$ cat src/rtl/core/src_pkg.sv
`default_nettype none

package src_pkg;

  localparam int unsigned LINE_SENSORS = 5;
  localparam int unsigned ADC_BITS     = 10;

  localparam logic [31:0] CODE_POWER = 32'h57A8FF00;
  localparam logic [31:0] CODE_SUMO  = 32'h22DDFF00;
  localparam logic [31:0] CODE_CALIB = 32'hBE41FF00;

  localparam logic [14:0] ECHO_TIMEOUT = 15'd20000;
  localparam logic [31:0] THR_RESET    = 32'd500;

  localparam int unsigned CFG_IDX_BITS  = 3;
  localparam int unsigned CFG_DATA_BITS = 12;

  typedef enum logic [1:0] {
    DRV_RELEASE  = 2'd0,
    DRV_FORWARD  = 2'd1,
    DRV_BACKWARD = 2'd2
  } drive_e;

  typedef enum logic [CFG_IDX_BITS-1:0] {
    CFG_ATTACK_RANGE = 3'd0,
    CFG_ATTACK_SPEED = 3'd1,
    CFG_BACKUP_SPEED = 3'd2,
    CFG_SEARCH_SPEED = 3'd3,
    CFG_BACKUP_MS    = 3'd4,
    CFG_PAUSE_MS     = 3'd5
  } cfg_idx_e;

  typedef struct packed {
    logic        ir_valid;
    logic [31:0] ir_code;
    logic [9:0]  line_0;
    logic [9:0]  line_1;
    logic [9:0]  line_2;
    logic [9:0]  line_3;
    logic [9:0]  line_4;
    logic [14:0] echo_us;
  } in_t;

  typedef struct packed {
    drive_e      left_drive;
    drive_e      right_drive;
    logic [7:0]  drive_speed;
    logic [11:0] hold_ms;
    logic        power_state;
    logic        sumo_state;
    logic        last;
  } out_t;

  typedef struct packed {
    logic [8:0]  attack_range_cm;
    logic [7:0]  attack_speed;
    logic [7:0]  backup_speed;
    logic [7:0]  search_speed;
    logic [11:0] backup_ms;
    logic [11:0] pause_ms;
  } cfg_t;

  typedef struct packed {
    logic power;
    logic sumo;
    logic calib_phase;
  } flags_t;

  typedef logic [LINE_SENSORS-1:0][ADC_BITS-1:0] samples_t;

endpackage

`default_nettype wire

$ cat src/rtl/core/src_pass.sv
`default_nettype none

module src_pass (
  input  var src_pkg::in_t     item_i,
  input  var src_pkg::cfg_t    cfg_i,
  input  var src_pkg::flags_t  flags_i,
  input  var src_pkg::samples_t black_i,
  input  var src_pkg::samples_t thr_i,
  output src_pkg::flags_t      flags_o,
  output logic                 black_we_o,
  output src_pkg::samples_t    thr_o,
  output src_pkg::out_t        res0_o,
  output src_pkg::out_t        res1_o,
  output logic                 two_o
);

  localparam int unsigned Adc = src_pkg::ADC_BITS;

  src_pkg::samples_t smp;
  logic              is_power;
  logic              is_calib;
  logic              is_sumo;
  logic              active;
  logic              edge_seen;
  logic              in_range;
  logic [19:0]       echo_x17;
  logic [19:0]       range_x1000;
  logic [Adc:0]      mid_sum [src_pkg::LINE_SENSORS];

  assign smp[0] = item_i.line_0[Adc-1:0];
  assign smp[1] = item_i.line_1[Adc-1:0];
  assign smp[2] = item_i.line_2[Adc-1:0];
  assign smp[3] = item_i.line_3[Adc-1:0];
  assign smp[4] = item_i.line_4[Adc-1:0];

  assign is_power = item_i.ir_valid && (item_i.ir_code == src_pkg::CODE_POWER);
  assign is_calib = item_i.ir_valid && (item_i.ir_code == src_pkg::CODE_CALIB);
  assign is_sumo  = item_i.ir_valid && (item_i.ir_code == src_pkg::CODE_SUMO);

  always_comb begin
    flags_o    = flags_i;
    black_we_o = 1'b0;
    thr_o      = thr_i;
    for (int i = 0; i < src_pkg::LINE_SENSORS; i++) begin
      mid_sum[i] = {1'b0, black_i[i]} + {1'b0, smp[i]};
    end
    if (is_power) begin
      flags_o.power = !flags_i.power;
      if (flags_i.power) flags_o.sumo = 1'b0;
    end else if (is_calib) begin
      flags_o.calib_phase = !flags_i.calib_phase;
      if (!flags_i.calib_phase) begin
        black_we_o = 1'b1;
      end else begin
        for (int i = 0; i < src_pkg::LINE_SENSORS; i++) begin
          thr_o[i] = mid_sum[i][Adc:1];
        end
      end
    end else if (is_sumo && flags_i.power) begin
      flags_o.sumo = !flags_i.sumo;
    end
  end

  // edge test sees thresholds after any calibration in this word
  always_comb begin
    edge_seen = 1'b0;
    for (int i = 0; i < src_pkg::LINE_SENSORS; i++) begin
      if (smp[i] < thr_o[i]) edge_seen = 1'b1;
    end
  end

  assign echo_x17    = {5'd0, item_i.echo_us} * 20'd17;
  assign range_x1000 = {11'd0, cfg_i.attack_range_cm} * 20'd1000;
  assign in_range    = (item_i.echo_us <= src_pkg::ECHO_TIMEOUT) &&
                       (echo_x17 >= 20'd1000) && (echo_x17 < range_x1000);

  assign active = flags_o.power && flags_o.sumo;

  always_comb begin
    res0_o.left_drive  = src_pkg::DRV_RELEASE;
    res0_o.right_drive = src_pkg::DRV_RELEASE;
    res0_o.drive_speed = 8'd0;
    res0_o.hold_ms     = 12'd0;
    res0_o.power_state = flags_o.power;
    res0_o.sumo_state  = flags_o.sumo;
    res0_o.last        = 1'b1;
    res1_o             = res0_o;
    res1_o.hold_ms     = cfg_i.pause_ms;
    two_o              = 1'b0;
    if (active) begin
      if (edge_seen) begin
        res0_o.left_drive  = src_pkg::DRV_BACKWARD;
        res0_o.right_drive = src_pkg::DRV_BACKWARD;
        res0_o.drive_speed = cfg_i.backup_speed;
        res0_o.hold_ms     = cfg_i.backup_ms;
        res0_o.last        = 1'b0;
        two_o              = 1'b1;
      end else if (in_range) begin
        res0_o.left_drive  = src_pkg::DRV_FORWARD;
        res0_o.right_drive = src_pkg::DRV_FORWARD;
        res0_o.drive_speed = cfg_i.attack_speed;
      end else begin
        res0_o.left_drive  = src_pkg::DRV_FORWARD;
        res0_o.right_drive = src_pkg::DRV_BACKWARD;
        res0_o.drive_speed = cfg_i.search_speed;
      end
    end
  end

endmodule

`default_nettype wire

$ cat src/rtl/core/sumo_robot_controller.sv
`default_nettype none

// Sumo robot pass controller. Each input word is one control-loop pass; it is
// registered, evaluated combinationally (remote code, calibration, edge, range
// and search decisions) and its one or two result words land in a result
// register. Passes giving one result stream at one per cycle when the output
// side keeps up; an edge pass gives two results and holds the result register
// until both are taken. The first result passes the input register and then
// the result register. Configuration writes are always accepted (cfg_ready_o
// is high) and must be issued while no pass is in flight.

module sumo_robot_controller (
  input  wire                                   clk_i,
  input  wire                                   rst_ni,
  input  wire                                   in_valid_i,
  output logic                                  in_ready_o,
  input  var src_pkg::in_t                      in_data_i,
  output logic                                  out_valid_o,
  input  wire                                   out_ready_i,
  output src_pkg::out_t                         out_data_o,
  input  wire                                   cfg_valid_i,
  output logic                                  cfg_ready_o,
  input  wire  [src_pkg::CFG_IDX_BITS-1:0]      cfg_index_i,
  input  wire  [src_pkg::CFG_DATA_BITS-1:0]     cfg_data_i
);

  localparam int unsigned Adc = src_pkg::ADC_BITS;
  localparam logic [31:0] ThrReset = src_pkg::THR_RESET;

  src_pkg::cfg_t     cfg_q;
  src_pkg::in_t      in_q;
  logic              in_valid_q;
  src_pkg::flags_t   flags_q, flags_d;
  src_pkg::samples_t black_q;
  src_pkg::samples_t thr_q, thr_d;
  logic              black_we;
  src_pkg::out_t     res0_q, res1_q, res0_d, res1_d;
  logic              two_q, two_d;
  logic              res_valid_q;
  logic              res_sel_q;
  logic              res_on_last;
  logic              res_free;
  logic              adv;
  logic              in_fire;
  logic              out_fire;

  assign cfg_ready_o = 1'b1;

  src_pass u_pass (
    .item_i     (in_q),
    .cfg_i      (cfg_q),
    .flags_i    (flags_q),
    .black_i    (black_q),
    .thr_i      (thr_q),
    .flags_o    (flags_d),
    .black_we_o (black_we),
    .thr_o      (thr_d),
    .res0_o     (res0_d),
    .res1_o     (res1_d),
    .two_o      (two_d)
  );

  assign res_on_last = !two_q || res_sel_q;
  assign out_valid_o = res_valid_q;
  assign out_data_o  = res_sel_q ? res1_q : res0_q;
  assign out_fire    = res_valid_q && out_ready_i;
  assign res_free    = !res_valid_q || (out_fire && res_on_last);
  assign adv         = in_valid_q && res_free;
  assign in_ready_o  = !in_valid_q || adv;
  assign in_fire     = in_valid_i && in_ready_o;

  always_ff @(posedge clk_i or negedge rst_ni) begin
    if (!rst_ni) begin
      cfg_q.attack_range_cm <= 9'd40;
      cfg_q.attack_speed    <= 8'd255;
      cfg_q.backup_speed    <= 8'd255;
      cfg_q.search_speed    <= 8'd200;
      cfg_q.backup_ms       <= 12'd500;
      cfg_q.pause_ms        <= 12'd100;
    end else if (cfg_valid_i) begin
      case (cfg_index_i)
        src_pkg::CFG_ATTACK_RANGE: cfg_q.attack_range_cm <= cfg_data_i[8:0];
        src_pkg::CFG_ATTACK_SPEED: cfg_q.attack_speed    <= cfg_data_i[7:0];
        src_pkg::CFG_BACKUP_SPEED: cfg_q.backup_speed    <= cfg_data_i[7:0];
        src_pkg::CFG_SEARCH_SPEED: cfg_q.search_speed    <= cfg_data_i[7:0];
        src_pkg::CFG_BACKUP_MS:    cfg_q.backup_ms       <= cfg_data_i;
        src_pkg::CFG_PAUSE_MS:     cfg_q.pause_ms        <= cfg_data_i;
        default: ;
      endcase
    end
  end

  always_ff @(posedge clk_i or negedge rst_ni) begin
    if (!rst_ni) begin
      in_valid_q  <= 1'b0;
      flags_q     <= '0;
      res_valid_q <= 1'b0;
      res_sel_q   <= 1'b0;
      for (int i = 0; i < src_pkg::LINE_SENSORS; i++) begin
        thr_q[i] <= ThrReset[Adc-1:0];
      end
    end else begin
      if (in_fire) begin
        in_valid_q <= 1'b1;
      end else if (adv) begin
        in_valid_q <= 1'b0;
      end
      if (adv) begin
        flags_q     <= flags_d;
        thr_q       <= thr_d;
        res_valid_q <= 1'b1;
        res_sel_q   <= 1'b0;
      end else if (out_fire) begin
        // advance to the second word, or drop the finished pass
        if (res_on_last) res_valid_q <= 1'b0;
        else res_sel_q <= 1'b1;
      end
    end
  end

  always_ff @(posedge clk_i) begin
    if (in_fire) in_q <= in_data_i;
    if (adv) begin
      res0_q <= res0_d;
      res1_q <= res1_d;
      two_q  <= two_d;
    end
    if (adv && black_we) begin
      black_q[0] <= in_q.line_0[Adc-1:0];
      black_q[1] <= in_q.line_1[Adc-1:0];
      black_q[2] <= in_q.line_2[Adc-1:0];
      black_q[3] <= in_q.line_3[Adc-1:0];
      black_q[4] <= in_q.line_4[Adc-1:0];
    end
  end

endmodule

`default_nettype wire

$ cat config.mk
export PLATFORM = sky130hd
export DESIGN_NAME = sumo_robot_controller
export DESIGN_NICKNAME = d
export VERILOG_FILES = /design/src/rtl/core/src_pkg.sv /design/src/rtl/core/src_pass.sv /design/src/rtl/core/sumo_robot_controller.sv
export SDC_FILE = /design/constraint.sdc
export NUM_CORES = 1
export LEC_CHECK = 0
export BUFFER_PORTS_ARGS = -buffer_cell sky130_fd_sc_hd__buf_2
export CORE_UTILIZATION = 55
export DETAILED_ROUTE_END_ITERATION = 7
export PLACE_DENSITY = 0.73
export SLEW_MARGIN = 20
export SYNTH_ARGS = -nofsm -noshare
export SYNTH_HDL_FRONTEND = slang
export SYNTH_SLANG_ARGS = --single-unit
$ cat constraint.sdc
create_clock -name clk_i -period 8.6 [get_ports clk_i]
set_input_delay 0.43 -clock clk_i [delete_from_list [all_inputs] [get_ports clk_i]]
set_output_delay 0.43 -clock clk_i [all_outputs]
set_load 0.1 [all_outputs]
==> metrics.txt <==
remaining antenna violation count 0; largest net degree at the start of global routing 65; via/cell ratio 5.62; PD cells 313 mW/mm2; I/O Buffers 146; CTS resizes 0; Seq/Total Area, Yosys 0.507; Crit path required time 8.85 ns; WL per Instance 16.9 um; CTS Sinks 300; commonest non-fill, non-tap cell in the layout edfxtp_1; fin crit period 5.87 ns; leak pwr 7.91 nW; crit path DAT 6.12 ns; share of cells above drive strength 1 0.230; max frequency 0.170 GHz; initial antenna violation count 2; Synth Area in Compound Gates 0.115; asr flop ratio synth 0.377; Psw 2.21 mW; Final nets 1859; largest family of logic cells by synthesized area adder cells; total die area 0.0312 mm2; worst-margin pin slew 0.991 ns; setup bufs post-CTS 0; first drt pass iteration count 4; status finished clean; crit path max-delay cell type dfstp_2; chip width 177 um; WL met3 1600 um; synth-to-layout area growth 13.9%; via count 11.0k; routability cong. 0.831; Setup Total Neg Slack 0 ns; internal power 3.78 mW; fillers 2258; RSZ-0062 raised after global routing no; most frequent cells in the layout edfxtp_1 (187), ha_1 (167), buf_2 (145), a21oi_1 (107), inv_1 (91); final hold viol count 0; Post-Route WL 33200 um; CTS root buf clkbuf_16; Sequential Power Share 0.301; Metal-1 WL 14700 um; row cnt 63; H-tree depth 2; utilization after layout 0.642; Worst Skew 0.0201 ns; post-synth cell types 74; Crit Path Class reg -> reg; Logic pwr share 0.448; synthesized flop and latch total 300; Initial Utilization 0.563; HP Class in -> reg; crit-path cells inv_1 > fa_1 > fa_1 > fa_1 > fa_1 > inv_1 > ha_1 > or2_2 > o22ai_1 > inv_1 > a21oi_1 > xor2_1 > ha_1 > a21o_1 > a21o_1 > a221oi_1 > o211ai_1 > a31oi_1 > buf_4 > mux2i_1 > a21oi_1; Mean Syn Cell Area 12.1 um2; Clock Power Share 0.251; first-pass GRT wire length 54900 um; Core Area 0.0298 mm2; period utilisation layout 0.682; Post-synth EDFFs 187; Mapped Cells 1384; top sig layer met5; area share of and/or/nand/nor cells after synthesis 0.0935; Syn Std Cell Area 0.0168 mm2; sw frac 0.369; worst-path fanout max 10; Final setup viols 0; post-route setup slack 2.73 ns; deepest clock path buffer count 3; CTS buffer count 34; initial DRC count 533; clock-pin slew on the worst setup and hold paths 0.06 ns; Setup crit end kind flop; Worst IR Drop VDD 0.000319 V; max-cap violations 0; worst slew slack as a fraction of its limit 0.339; Critical Path Source Type flop; number of remaining DRC errors 0; Synth Area in Adders 0.161; Final HPWL DP 24200 um; Ports 148; Synth Warn # 0; Crit path top cell by count fa_1; ys flop type edfxtp_1; GRT overflow 0; Slew Limit Fails 0; CTS tree done; number of global-route vias before repair 11.3k; total global-route track usage 0.222; CP max stage delay 0.59 ns; post-synthesis mux area share 0.0596; Syn Nets 1700; met2 WL post-DR 15800 um; Die Y 177 um; pre-CTS setup slack 2.77 ns; XOR/XNOR Fraction of Synth Area 0.0318; worst skew pair latency 0.52 ns
synth_stat cells (all sizes together), types with 9 or more instances:
master | instances | share of area
edfxtp | 187 | 0.33
o211ai | 10 | 0.0045
xor2 | 9 | 0.0047
a21o | 22 | 0.0098
nor2b | 21 | 0.0080
inv | 92 | 0.021
nand4 | 9 | 0.0042
and2 | 23 | 0.0086
buf | 10 | 0.0040
mux2i | 20 | 0.012
mux2 | 71 | 0.048
nand2b | 10 | 0.0037
o31ai | 9 | 0.0040
a21oi | 107 | 0.032
nand2 | 78 | 0.017
clkbuf | 28 | 0.0063
nor2 | 65 | 0.015
xnor2 | 52 | 0.027
o21bai | 17 | 0.0076
nor3 | 35 | 0.010
dfrtp | 53 | 0.079
ha | 167 | 0.12
dfstp | 60 | 0.094
o21ai | 72 | 0.021
fa | 31 | 0.037
nand3 | 10 | 0.0030
power groups by stage:
stage / clock (mW) / combinational [mW] / sequential [mW]
floorplan: 0 / 2.14 / 1.80
global placement: 0 / 2.58 / 1.82
detailed placement: 0 / 2.67 / 1.83
CTS: 1.53 / 2.71 / 1.80
global route: 1.59 / 3.10 / 1.82
finish: 1.50 / 2.69 / 1.80
logic make-up (layout without fill, tap and decap cells):
kind of cell,count (synthesis),in the layout
other,1,2
DFF,300,300
buffers and inverters,130,314
and+or+nand+nor,298,298
AOI/OAI and AO/OA,305,305
muxes,91,91
adders and majority gates,198,198
xor gates and xnor gates,61,61
critical path, delay by kind of cell, from the launching register on:
| family | cells | cell delay, ns |
|---|---|---|
| multiplexers | 1 | 0.22 |
| AO/OA/AOI/OAI | 8 | 1.34 |
| AND/OR/NAND/NOR | 1 | 0.28 |
| adder cells (fa/ha/maj) | 6 | 2.53 |
| XOR/XNOR | 1 | 0.18 |
| flip-flops | 1 | 0.59 |
| buffers and inverters | 4 | 0.46 |
sequential cells by signal (all words and copies together), names as in the netlist:
signal	cells
res_sel_q	1
res1_q	14
thr_q	50
in_q	98
cfg_q	57
res0_q	25
black_q	50
flags_q	3
out_valid_o	1
in_valid_q	1
timing repair:
action / in CTS / in global routing
endpoints found under the hold margin: 27 / 0
endpoints found under the setup margin: 0 / 0
hold buffers: 1 / 0
final timing paths:
check / slack (ns) / end / startpoint / depth (start not counted)
hold reg to reg: 0.44 / res1_q[10]$_DFFE_PP_ / cfg_q[7]$_DFFE_PN0P_ / 0
setup / recovery: 2.73 / res0_q[15]$_SDFFCE_PN0P_ / cfg_q[51]$_DFFE_PN1P_ / 21
max in group asynchronous: 6.79 / flags_q[2]$_DFFE_PN0P_ / rst_ni / 3
hold / removal: 0.09 / in_q[64]$_DFFE_PP_ / in_data_i[64] / 1
setup reg to reg: 2.73 / res0_q[15]$_SDFFCE_PN0P_ / cfg_q[51]$_DFFE_PN1P_ / 21
min in group asynchronous: 0.48 / cfg_q[52]$_DFFE_PN0P_ / rst_ni / 2
cell type report:
type	count	area [um2]	area share
multi-input combinational	954	7770	0.406
antenna	1	2.50	0.000131
timing repair buffer	161	848	0.0444
clock inverter	15	204	0.0107
inverter	92	345	0.0181
sequential	300	8520	0.445
clock buffer	46	948	0.0496
tap	390	488	0.0255
routing by layer:
layer / GRT usage / vias to the layer above
met2: 0.382 / 258
met4: 0.0761 / 2
met5: 0 / -
li1: - / 5406
met1: 0.283 / 5271
met3: 0.0367 / 71
through the flow:
| stage | area [um2] | instances | hold WS [ns] | total power, mW |
|---|---|---|---|---|
| after floorplan | 16800 | 1384 | 0.134 | 3.94 |
| after global placement | 18000 | 1896 | 0.424 | 4.40 |
| after detailed placement | 18000 | 1896 | 0.428 | 4.51 |
| after CTS | 19100 | 1958 | 0.0656 | 6.04 |
| after global routing | 19100 | 1958 | 0.0707 | 6.51 |
| final | 19100 | 1959 | 0.0864 | 5.99 |
(Power assumes the default switching activity.)
